**config.mk**
```make
export PLATFORM = sky130hd
export DESIGN_NAME = ffra_ctrl
export DESIGN_NICKNAME = d
export VERILOG_FILES = /design/src/first_fit_range_allocator_partial_free_unit_macros.svh /design/src/ffra_pkg.sv /design/src/ffra_ctrl.sv
export SDC_FILE = /design/constraint.sdc
export NUM_CORES = 1
export LEC_CHECK = 0
export BUFFER_PORTS_ARGS = -buffer_cell sky130_fd_sc_hd__buf_2
export CAP_MARGIN = 20
export CORE_ASPECT_RATIO = 0.7
export CORE_MARGIN = 5
export CORE_UTILIZATION = 57
export CTS_CLUSTER_DIAMETER = 40
export CTS_CLUSTER_SIZE = 14
export DETAILED_ROUTE_END_ITERATION = 10
export PLACE_DENSITY = 0.78
export SLEW_MARGIN = 10
export SYNTH_ARGS = -nofsm -noshare
export SYNTH_HDL_FRONTEND = slang
export SYNTH_SLANG_ARGS = --single-unit
```
**constraint.sdc**
```tcl
create_clock -name clock -period 2.85 [get_ports clock]
set_clock_uncertainty 0.2 [all_clocks]
set_input_delay 0.285 -clock clock [delete_from_list [all_inputs] [get_ports clock]]
set_output_delay 0.285 -clock clock [all_outputs]
set_load 0.05 [all_outputs]
```
**src/first_fit_range_allocator_partial_free_unit_macros.svh**
```systemverilog
// assertion helpers for the first-fit range allocator
`ifndef FIRST_FIT_RANGE_ALLOCATOR_PARTIAL_FREE_UNIT_MACROS_SVH
`define FIRST_FIT_RANGE_ALLOCATOR_PARTIAL_FREE_UNIT_MACROS_SVH

// same-cycle implication, disabled in reset
`define FFRA_ASSERT_IMP(label, clk, rst, ante, cons) \
   label: assert property (@(posedge clk) disable iff (rst) (ante) |-> (cons)) \
      else $error("ffra check failed");

// next-cycle implication, disabled in reset
`define FFRA_ASSERT_NXT(label, clk, rst, ante, cons) \
   label: assert property (@(posedge clk) disable iff (rst) (ante) |=> (cons)) \
      else $error("ffra check failed");

`endif

```
**src/ffra_pkg.sv**
```systemverilog
`timescale 1ns / 1ps
// ---------------------------------------------------------------------------
// ffra_pkg
// shared types, codes and widths of the first-fit range allocator
// ---------------------------------------------------------------------------
package ffra_pkg;

   localparam int ADDR_W = 36;
   localparam int SIZE_W = 37;
   localparam int LEN_W  = 32;
   localparam int ST_W   = 3;

   // response status codes
   localparam logic [ST_W-1:0] ST_OK       = 3'd0;
   localparam logic [ST_W-1:0] ST_NOFIT    = 3'd1;
   localparam logic [ST_W-1:0] ST_FULL     = 3'd2;
   localparam logic [ST_W-1:0] ST_NOTFOUND = 3'd3;
   localparam logic [ST_W-1:0] ST_BADLEN   = 3'd4;

   // request kinds
   localparam logic OP_ALLOC = 1'b0;
   localparam logic OP_FREE  = 1'b1;

   // configuration register indexes
   localparam logic REG_BASE = 1'b0;
   localparam logic REG_SIZE = 1'b1;

   typedef struct packed {
      logic [ADDR_W-1:0] base;
      logic [SIZE_W-1:0] size;
      logic              free;
   } blk_type;

   typedef enum logic [4:0] {
      C_NOP, C_LOAD, C_INIT, C_DIV_STEP, C_NEED, C_RD_SCAN, C_CHK,
      C_SU_SET1, C_SU_SET2, C_SU_RD, C_SU_WR,
      C_W_ALLOC_SPLIT, C_W_ALLOC_HEAD, C_W_FH_TAIL, C_W_FH_HEAD,
      C_W_FR_HEAD, C_W_FR_MID, C_W_FR_TAIL,
      C_RD_NEXT, C_RD_PREV, C_W_MERGE_NEXT, C_W_MERGE_PREV,
      C_DR_RD, C_DR_WR, C_DR_END, C_FINISH
   } dp_op_type;

   typedef struct packed {
      dp_op_type       op;
      logic [ST_W-1:0] code;
   } cmd_type;

   typedef struct packed {
      logic op;
      logic len_zero;
      logic div_last;
      logic scan_more;
      logic match;
      logic split;
      logic full1;
      logic full2;
      logic e_free;
      logic at_base;
      logic len_gt;
      logic len_lt;
      logic su_more;
      logic dr_more;
      logic has_next;
      logic has_prev;
      logic rd_free;
      logic out_free;
   } dp_status_type;

   typedef enum logic [4:0] {
      S_IDLE, S_INIT, S_DIV, S_NEED, S_SCAN_RD, S_SCAN_CHK,
      S_A_DEC, S_A_SPLIT, S_A_HEAD,
      S_F_DEC, S_FH_TAIL, S_FH_HEAD, S_FR_HEAD, S_FR_MID, S_FR_TAIL,
      S_SU_SET1, S_SU_SET2, S_SU_CHK, S_SU_WR,
      S_MG_N, S_MG_NCHK, S_MG_P, S_MG_PCHK,
      S_DR_CHK, S_DR_WR, S_RESP
   } state_type;

endpackage

```
**src/ffra_ctrl.sv**
```systemverilog
`timescale 1ns / 1ps
// ---------------------------------------------------------------------------
// ffra_ctrl
// sequencer: scan, shift, split, release and merge steps of one request
// ---------------------------------------------------------------------------
module ffra_ctrl import ffra_pkg::*; (
   input  logic          clock,
   input  logic          reset,
   input  logic          req_tvalid,
   output logic          req_tready,
   input  dp_status_type sts,
   output cmd_type       cmd
);

   state_type       state_ff, state_in;
   state_type       ret_ff, ret_in;
   logic [ST_W-1:0] st_ff, st_in;

   // state registers
   always_ff @(posedge clock) begin
      if (reset) begin
         state_ff <= S_IDLE;
         ret_ff   <= S_IDLE;
         st_ff    <= ST_OK;
      end else begin
         state_ff <= state_in;
         ret_ff   <= ret_in;
         st_ff    <= st_in;
      end
   end

   // next state
   always_comb begin
      state_in = state_ff;
      ret_in   = ret_ff;
      st_in    = st_ff;
      unique case (state_ff)
         S_IDLE: begin
            if (req_tvalid) state_in = S_INIT;
         end
         S_INIT: begin
            if (sts.op == OP_FREE) state_in = S_SCAN_RD;
            else if (sts.len_zero) begin
               st_in = ST_BADLEN; state_in = S_RESP;
            end else state_in = S_DIV;
         end
         S_DIV: begin
            if (sts.div_last) state_in = S_NEED;
         end
         S_NEED: state_in = S_SCAN_RD;
         S_SCAN_RD: begin
            if (sts.scan_more) state_in = S_SCAN_CHK;
            else begin
               st_in    = (sts.op == OP_FREE) ? ST_NOTFOUND : ST_NOFIT;
               state_in = S_RESP;
            end
         end
         S_SCAN_CHK: begin
            if (sts.match) state_in = (sts.op == OP_FREE) ? S_F_DEC : S_A_DEC;
            else state_in = S_SCAN_RD;
         end
         S_A_DEC: begin
            if (!sts.split) state_in = S_A_HEAD;
            else if (sts.full1) begin
               st_in = ST_FULL; state_in = S_RESP;
            end else begin
               ret_in = S_A_SPLIT; state_in = S_SU_SET1;
            end
         end
         S_A_SPLIT: state_in = S_A_HEAD;
         S_A_HEAD: begin
            st_in = ST_OK; state_in = S_RESP;
         end
         S_F_DEC: begin
            if (sts.e_free) begin
               st_in = ST_NOTFOUND; state_in = S_RESP;
            end else if (sts.len_zero || sts.len_gt) begin
               st_in = ST_BADLEN; state_in = S_RESP;
            end else if (sts.at_base) begin
               if (!sts.len_lt) state_in = S_FH_HEAD;
               else if (sts.full1) begin
                  st_in = ST_FULL; state_in = S_RESP;
               end else begin
                  ret_in = S_FH_TAIL; state_in = S_SU_SET1;
               end
            end else if (sts.len_lt ? sts.full2 : sts.full1) begin
               st_in = ST_FULL; state_in = S_RESP;
            end else state_in = S_FR_HEAD;
         end
         S_FH_TAIL: state_in = S_FH_HEAD;
         S_FH_HEAD: state_in = S_MG_N;
         S_FR_HEAD: begin
            ret_in = S_FR_MID; state_in = S_SU_SET1;
         end
         S_FR_MID: begin
            if (sts.len_lt) begin
               ret_in = S_FR_TAIL; state_in = S_SU_SET2;
            end else state_in = S_MG_N;
         end
         S_FR_TAIL: state_in = S_MG_N;
         S_SU_SET1, S_SU_SET2: state_in = S_SU_CHK;
         S_SU_CHK: state_in = sts.su_more ? S_SU_WR : ret_ff;
         S_SU_WR: state_in = S_SU_CHK;
         S_MG_N: state_in = sts.has_next ? S_MG_NCHK : S_MG_P;
         S_MG_NCHK: begin
            if (sts.rd_free) begin
               ret_in = S_MG_P; state_in = S_DR_CHK;
            end else state_in = S_MG_P;
         end
         S_MG_P: begin
            st_in = ST_OK;
            state_in = sts.has_prev ? S_MG_PCHK : S_RESP;
         end
         S_MG_PCHK: begin
            st_in = ST_OK;
            if (sts.rd_free) begin
               ret_in = S_RESP; state_in = S_DR_CHK;
            end else state_in = S_RESP;
         end
         S_DR_CHK: state_in = sts.dr_more ? S_DR_WR : ret_ff;
         S_DR_WR: state_in = S_DR_CHK;
         S_RESP: begin
            if (sts.out_free) state_in = S_IDLE;
         end
         default: state_in = S_IDLE;
      endcase
   end

   // command outputs
   always_comb begin
      cmd.op     = C_NOP;
      cmd.code   = st_ff;
      req_tready = 1'b0;
      unique case (state_ff)
         S_IDLE: begin
            req_tready = 1'b1;
            if (req_tvalid) cmd.op = C_LOAD;
         end
         S_INIT:     cmd.op = (sts.op == OP_ALLOC) ? C_INIT : C_NOP;
         S_DIV:      cmd.op = C_DIV_STEP;
         S_NEED:     cmd.op = C_NEED;
         S_SCAN_RD:  cmd.op = sts.scan_more ? C_RD_SCAN : C_NOP;
         S_SCAN_CHK: cmd.op = C_CHK;
         S_A_SPLIT:  cmd.op = C_W_ALLOC_SPLIT;
         S_A_HEAD:   cmd.op = C_W_ALLOC_HEAD;
         S_FH_TAIL:  cmd.op = C_W_FH_TAIL;
         S_FH_HEAD:  cmd.op = C_W_FH_HEAD;
         S_FR_HEAD:  cmd.op = C_W_FR_HEAD;
         S_FR_MID:   cmd.op = C_W_FR_MID;
         S_FR_TAIL:  cmd.op = C_W_FR_TAIL;
         S_SU_SET1:  cmd.op = C_SU_SET1;
         S_SU_SET2:  cmd.op = C_SU_SET2;
         S_SU_CHK:   cmd.op = sts.su_more ? C_SU_RD : C_NOP;
         S_SU_WR:    cmd.op = C_SU_WR;
         S_MG_N:     cmd.op = sts.has_next ? C_RD_NEXT : C_NOP;
         S_MG_NCHK:  cmd.op = sts.rd_free ? C_W_MERGE_NEXT : C_NOP;
         S_MG_P:     cmd.op = sts.has_prev ? C_RD_PREV : C_NOP;
         S_MG_PCHK:  cmd.op = sts.rd_free ? C_W_MERGE_PREV : C_NOP;
         S_DR_CHK:   cmd.op = sts.dr_more ? C_DR_RD : C_DR_END;
         S_DR_WR:    cmd.op = C_DR_WR;
         S_RESP:     cmd.op = sts.out_free ? C_FINISH : C_NOP;
         default:    cmd.op = C_NOP;
      endcase
   end

endmodule

```
# ---- Word level (Yosys, flattened, before mapping)
# Cells that the tools add are included.
dict set report op_classes {
  n_eq_ne 43
  muxes 59
  n_reduce_logical 10
}
# operator count
set op_table {}
lappend op_table {{5-bit 2-to-1 mux} 30}
lappend op_table {{5-bit one-hot mux with 24 select lines} 1}
lappend op_table {{5-bit one-hot mux with 23 select lines} 1}
lappend op_table {{5-bit == test, second input constant} 10}
lappend op_table {{5-bit by 4-bit == test with 1-bit output, second input constant} 8}
lappend op_table {{3-bit 2-to-1 mux} 11}
lappend op_table {{2-bit inequality test, second input constant} 16}
lappend op_table {{5-bit one-hot mux with 6 select lines} 1}
lappend op_table {{4-bit 2-to-1 mux} 6}
lappend op_table {{5-bit by 3-bit == test with 1-bit output, second input constant} 4}
lappend op_table {{3-bit one-hot mux with 5 select lines} 1}
lappend op_table {{11-bit AND reduction} 1}
lappend op_table {{5-bit by 2-bit == test with 1-bit output, second input constant} 2}
lappend op_table {{5-bit inequality test, second input constant} 2}
lappend op_table {{2-bit 2-to-1 mux} 4}
lappend op_table {{7-bit AND reduction} 1}
lappend op_table {{6-bit nonzero test} 1}
lappend op_table {{3-bit OR reduction} 2}
lappend op_table {{5-bit by 1-bit == test with 1-bit output, second input constant} 1}
lappend op_table {{5-bit logical NOT} 1}
lappend op_table {{5-bit nonzero test} 1}
lappend op_table {{1-bit 2-to-1 mux} 4}
lappend op_table {{3-bit AND reduction} 1}
lappend op_table {{2-bit OR reduction} 1}
lappend op_table {{1-bit logical OR} 1}
dict set report word_totals {
  regBits 13
  in_bits 21
  out_inout_bits 9
  elab_cells 115
}

# ---- Depth between registers and ports, before layout
dict set report depth {
  ltp_word 6
  ltp_mapped 9
}

# ---- Least setup slack after synthesis
# No wires, ideal clock.
dict set report synth_timing {
  kind {register to output}
  from {register state_ff[3]}
  to {output cmd[3] in the netlist's numbering}
  t_arrival_ns 2.111
  t_required_ns 2.365
  slack_ns 0.254
  path_stages_with_launch 9
  cell_sequence {dfxtp_1 -> buf_6 -> buf_2 -> buf_2 -> clkbuf_1 -> o21ai_0 -> a21oi_1 -> a21oi_1 -> o211ai_1}
}
# element line
set synth_rtl {}
lappend synth_rtl {{start, declared} ffra_ctrl.sv:15} ;# state_type state_ff, state_in;
lappend synth_rtl {{start signal, assigned} ffra_ctrl.sv:26} ;# state_ff <= state_in;
lappend synth_rtl {{end, declared} ffra_ctrl.sv:12} ;# output cmd_type cmd

==> results <==
- The number of instances in the synthesized netlist is roughly 270.
- Overall power consumption after layout is estimated at about 2.1 mW.
- The delay of the slowest cell on the worst path is approximately 0.50 ns.
- Walking the worst path, the cells encountered are buf_4, nor2b_1, nand3_1, o31ai_1, a211o_1, buf_2.
- The later-pin clock latency in the skew report is between 0.2 and 0.3 ns.
- Averaged over all synthesized cells, the footprint is slightly below 7 um^2.
- The analysis attributes to net switching a power of between 1 and 1.5 mW.
- The number of synthesized register bits is 13.
- The layout cell share with drive strength beyond 1 is around 22%.
- When the netlist entered floorplanning its net count stood at approximately 290.
- The filler cell count is roughly 290.
- The worst setup path category is flip-flop to output port.
- The deepest level of the CTS H-tree is 1.
- The die is approximately 57 um tall.
- The number of library cell types mapped by synthesis is 66.
- The required time of the worst setup path is ~2.4 ns.
- The combinational fraction of design power is about 73%.
- For this run, the top clock speed supported by timing is slightly below 400 MHz.
- After synthesis, the largest area contributor takes up about 14% of total cell area.
- The buffering stage count on the worst path with inverters included is 2.
- In this run, the clock network consumes roughly 8% of the power.
- For this run the aggregate overflow at the end of global routing stands at 0.
- STA classifies the critical path startpoint as a flip-flop.
- The flow ran to the end, and the final reports show no timing, DRC or antenna violations.
- The number of clock sinks seen by CTS is 13.
- Once the clock tree was built, the setup fixing pass inserted 0 buffers.
- The root buffer cell chosen for the clock tree is clkbuf_8.
- The total negative slack for setup checks is 0 ns.
- The warning count from the yosys run is 0.
- Headroom to the max-slew limit came out at between 60% and 70%.
- The wire-length estimate of the detail-placed layout is ~4700 um.
- The final antenna-violating net count is 0.
- The site row count is 17.
- The die is a little under 80 um wide.
- The post-layout minimum cycle time is between 2 and 3 ns.
- The async set-reset flop share out of synthesis is 0%.
- The cell taking the most area after synthesis is dfxtp_1.
- In this run switching power makes up a little under three fifths of total power.
- The worst-case hold slack is approximately 0.19 ns.
- TritonCTS built the clock tree.
- The final routed wire length divided by cell count is approximately 19 um.
- The pre-antenna-repair detailed-routing pass consisted of 5 iterations.
- The internal portion of the total power is around 900 uW.
- In this run the worst path has a maximum fanout of 13.
- The vias after detailed routing is between 2000 and 2500.
- For this run, the share of the core covered by cells in the final layout is between 60 and 70%.
- Setup repair after global routing left no endpoint under its margin.
- The most frequently used flop master after synthesis is dfxtp_1.
- The number of antenna violations at the first check in global routing was 0.
- The largest individual stage delay along the critical path comes from the cell dfxtp_1.
- The element type at the critical path end is an output port.
- For this block, the routed nets add up to between 6000 and 7000 um of wire.
- The number of DRC markers in iteration 0 is between 300 and 400.
- The worst min-delay path class is primary input to flip-flop.
- Sorting the synthesized cells by area gives the leading types as dfxtp_1 (14%), nor2_1 (6.9%), nand2_1 (6.5%), a21oi_1 (5.6%), nor2b_1 (4.9%).
- The total inserted antenna cells is 0.
- The number of design rule violations left after detail routing is 0.
- Sequential cells were found to cover 14.49% of the synthesized design area.
- The analysis attributes to cell leakage a power of ~0.75 nW.
- The die covers ~4400 um^2.
- At the end of routability-driven placement, the weighted congestion stood at 0.9858.
- The number of I/O pins is 30.
- The share of total power dissipated in sequential elements is between 10% and 20%.
- The max-slew violation total from the final report was 0.
- No sink is reached through more buffers than the 2 on the longest clock path.
- The via count of the first global-routing pass was 1936.
- The synthesized design contains 0 enable-type register cells.
- The first global-routing pass estimated 9722 um of wire.
- The core region is about 3100 um^2.
- For the pin with the worst max-slew slack, the measured transition is 0.5913 ns.
- The total global routing track utilization is a little over a quarter.
- After clock tree synthesis, the clock-pin slew on the worst setup and hold paths is 0.06 ns.
- In the routed layout, each cell is associated on average with a via count of between 6 and 7.
- The count of endpoints failing setup in the final report is 0.
- The area of the mapped netlist is between 1500 and 2000 um^2.
- At the end of the flow, the number of nets in the layout was 314.
- The tool flagged a number of max-cap violations equal to 0.
- In this run the power density over the cells is 1044 nW/um^2.
- The effective utilization at floorplan is 58.22%.
- Entering global routing, the biggest net connects 26 pins.
- The final cycle utilization of the critical path is just over 90%.
- VDD sags by at most between 0.0006 and 0.0007 V.
- The final-report hold violation count came to 0.
- Input and output buffers added on the ports amount to 29.
- The number of buffers added by the clock tree synthesis step is 3.
- The dominant delay contributor by cell family on the critical path is simple AND/OR/NAND/NOR gates.
- The data arrival at the endpoint of the critical path is approximately 2.1 ns.
- The relative area change from synthesis to final layout is 13.10%.
-- power groups by stage --
stage	sequential (mW)	combinational, mW	clock [mW]
final	0.410	1.54	0.170
after global routing	0.423	1.65	0.178
after CTS	0.396	1.50	0.171
after detailed placement	0.398	1.49	0
after global placement	0.393	1.50	0
after floorplan	0.318	1.19	0
-- synth_stat cells (2+ instances only) --
library cell	instances
o21ai_0	14
o32ai_1	2
o22ai_1	3
nor3_1	6
a22oi_1	4
buf_1	2
a21boi_0	2
nand4_1	2
nor2_1	33
nor2b_1	14
a31oi_1	4
o31ai_1	3
a221oi_1	2
a21oi_1	20
o2111ai_1	2
o32a_1	2
or3b_1	2
nand2_1	31
mux2i_1	4
or2_2	2
a311oi_1	4
nand4b_1	3
or3_1	4
or2b_1	2
a41oi_1	3
nand2b_1	7
buf_6	2
a211oi_1	5
buf_4	2
inv_1	5
nand3b_1	2
a22o_1	3
buf_2	12
clkbuf_1	6
dfxtp_1	13
nand3_1	10
-- final timing paths --
check	from	end	slack (ns)	cells past startpoint
worst max-delay path	state_ff[4]	cmd[7]	0.25	6
worst min-delay path	reset	ret_ff[2]	0.19	2
worst max register to register	state_ff[1]	state_ff[2]	0.49	6
worst min register to register	ret_ff[4]	ret_ff[4]	0.29	2
-- what timing repair did --
item | 4_1_cts | 5_1_grt
endpoints found under the setup margin | 0 | 3
hold buffers | 0 | 0
gates resized for setup | 0 | 3
-- cells in the final DEF (no fill, tap or decap), types with 5 or more instances in the layout --
master,netlist,routed
o21ai_0,14,14
nand2_1,31,31
nor2_1,33,33
a21oi_1,20,20
nor3_1,6,6
nor2b_1,14,14
buf_2,12,29
nand2b_1,7,7
inv_1,5,5
buf_4,2,16
dfxtp_1,13,10
nand3_1,10,10
a211oi_1,5,5
-- layout make-up --
| cell class | count | area (um^2) | share of cell area, % |
|---|---|---|---|
| clock buffer | 3 | 41.29 | 2.033 |
| clock inverter | 1 | 5.005 | 0.2465 |
| inverter | 5 | 18.77 | 0.9242 |
| multi-input combinational | 225 | 1389 | 68.39 |
| sequential | 13 | 264.0 | 13.00 |
| tap | 38 | 47.55 | 2.341 |
| timing repair buffer | 45 | 265.3 | 13.06 |
-- per-layer routing --
metal  share of wire (%)  wire length [um]  vias to the layer above  track usage [%]
met5                   0                 0                        -                0
met4                 1.3                82                        0            4.167
met3                  15               913                       14            8.517
met2                  42              2595                      174            39.06
met1                  42              2576                     1009            39.14
li1                    -                 -                     1046                -
-- worst reg2reg max path, cell delays in order, from the launching register on --
cell	delay, ns
dfxtp_1	0.69
nor3b_1	0.18
buf_4	0.20
nand2_2	0.17
nor2_1	0.09
a221oi_1	0.49
a41oi_1	0.19
-- sequential cells by signal (all words and copies together), names as in the netlist --
signal and flops:
ret_ff 5, state_ff 5, st_ff 3
-- stage by stage --
stage	instance area (um^2)	worst slack, ns	std cells
2_1_floorplan	1795	0.2539	267
3_3_place_gp	1981	0.3691	326
3_5_place_dp	1981	0.3525	326
4_1_cts	2027	0.1149	330
5_1_grt	2031	0.1718	330
6_report	2031	0.2543	330
-- cell families after synthesis --
kind of cell / count (synthesis) / share of synthesized area (%)
and+or+nand+nor: 129 / 37.35
buffers and inverters: 29 / 8.153
muxes: 5 / 2.857
AOI/OAI and AO/OA: 90 / 36.66
DFF: 13 / 14.49
xor gates and xnor gates: 1 / 0.4879
No activity file was read; power rests on OpenSTA's default activity.
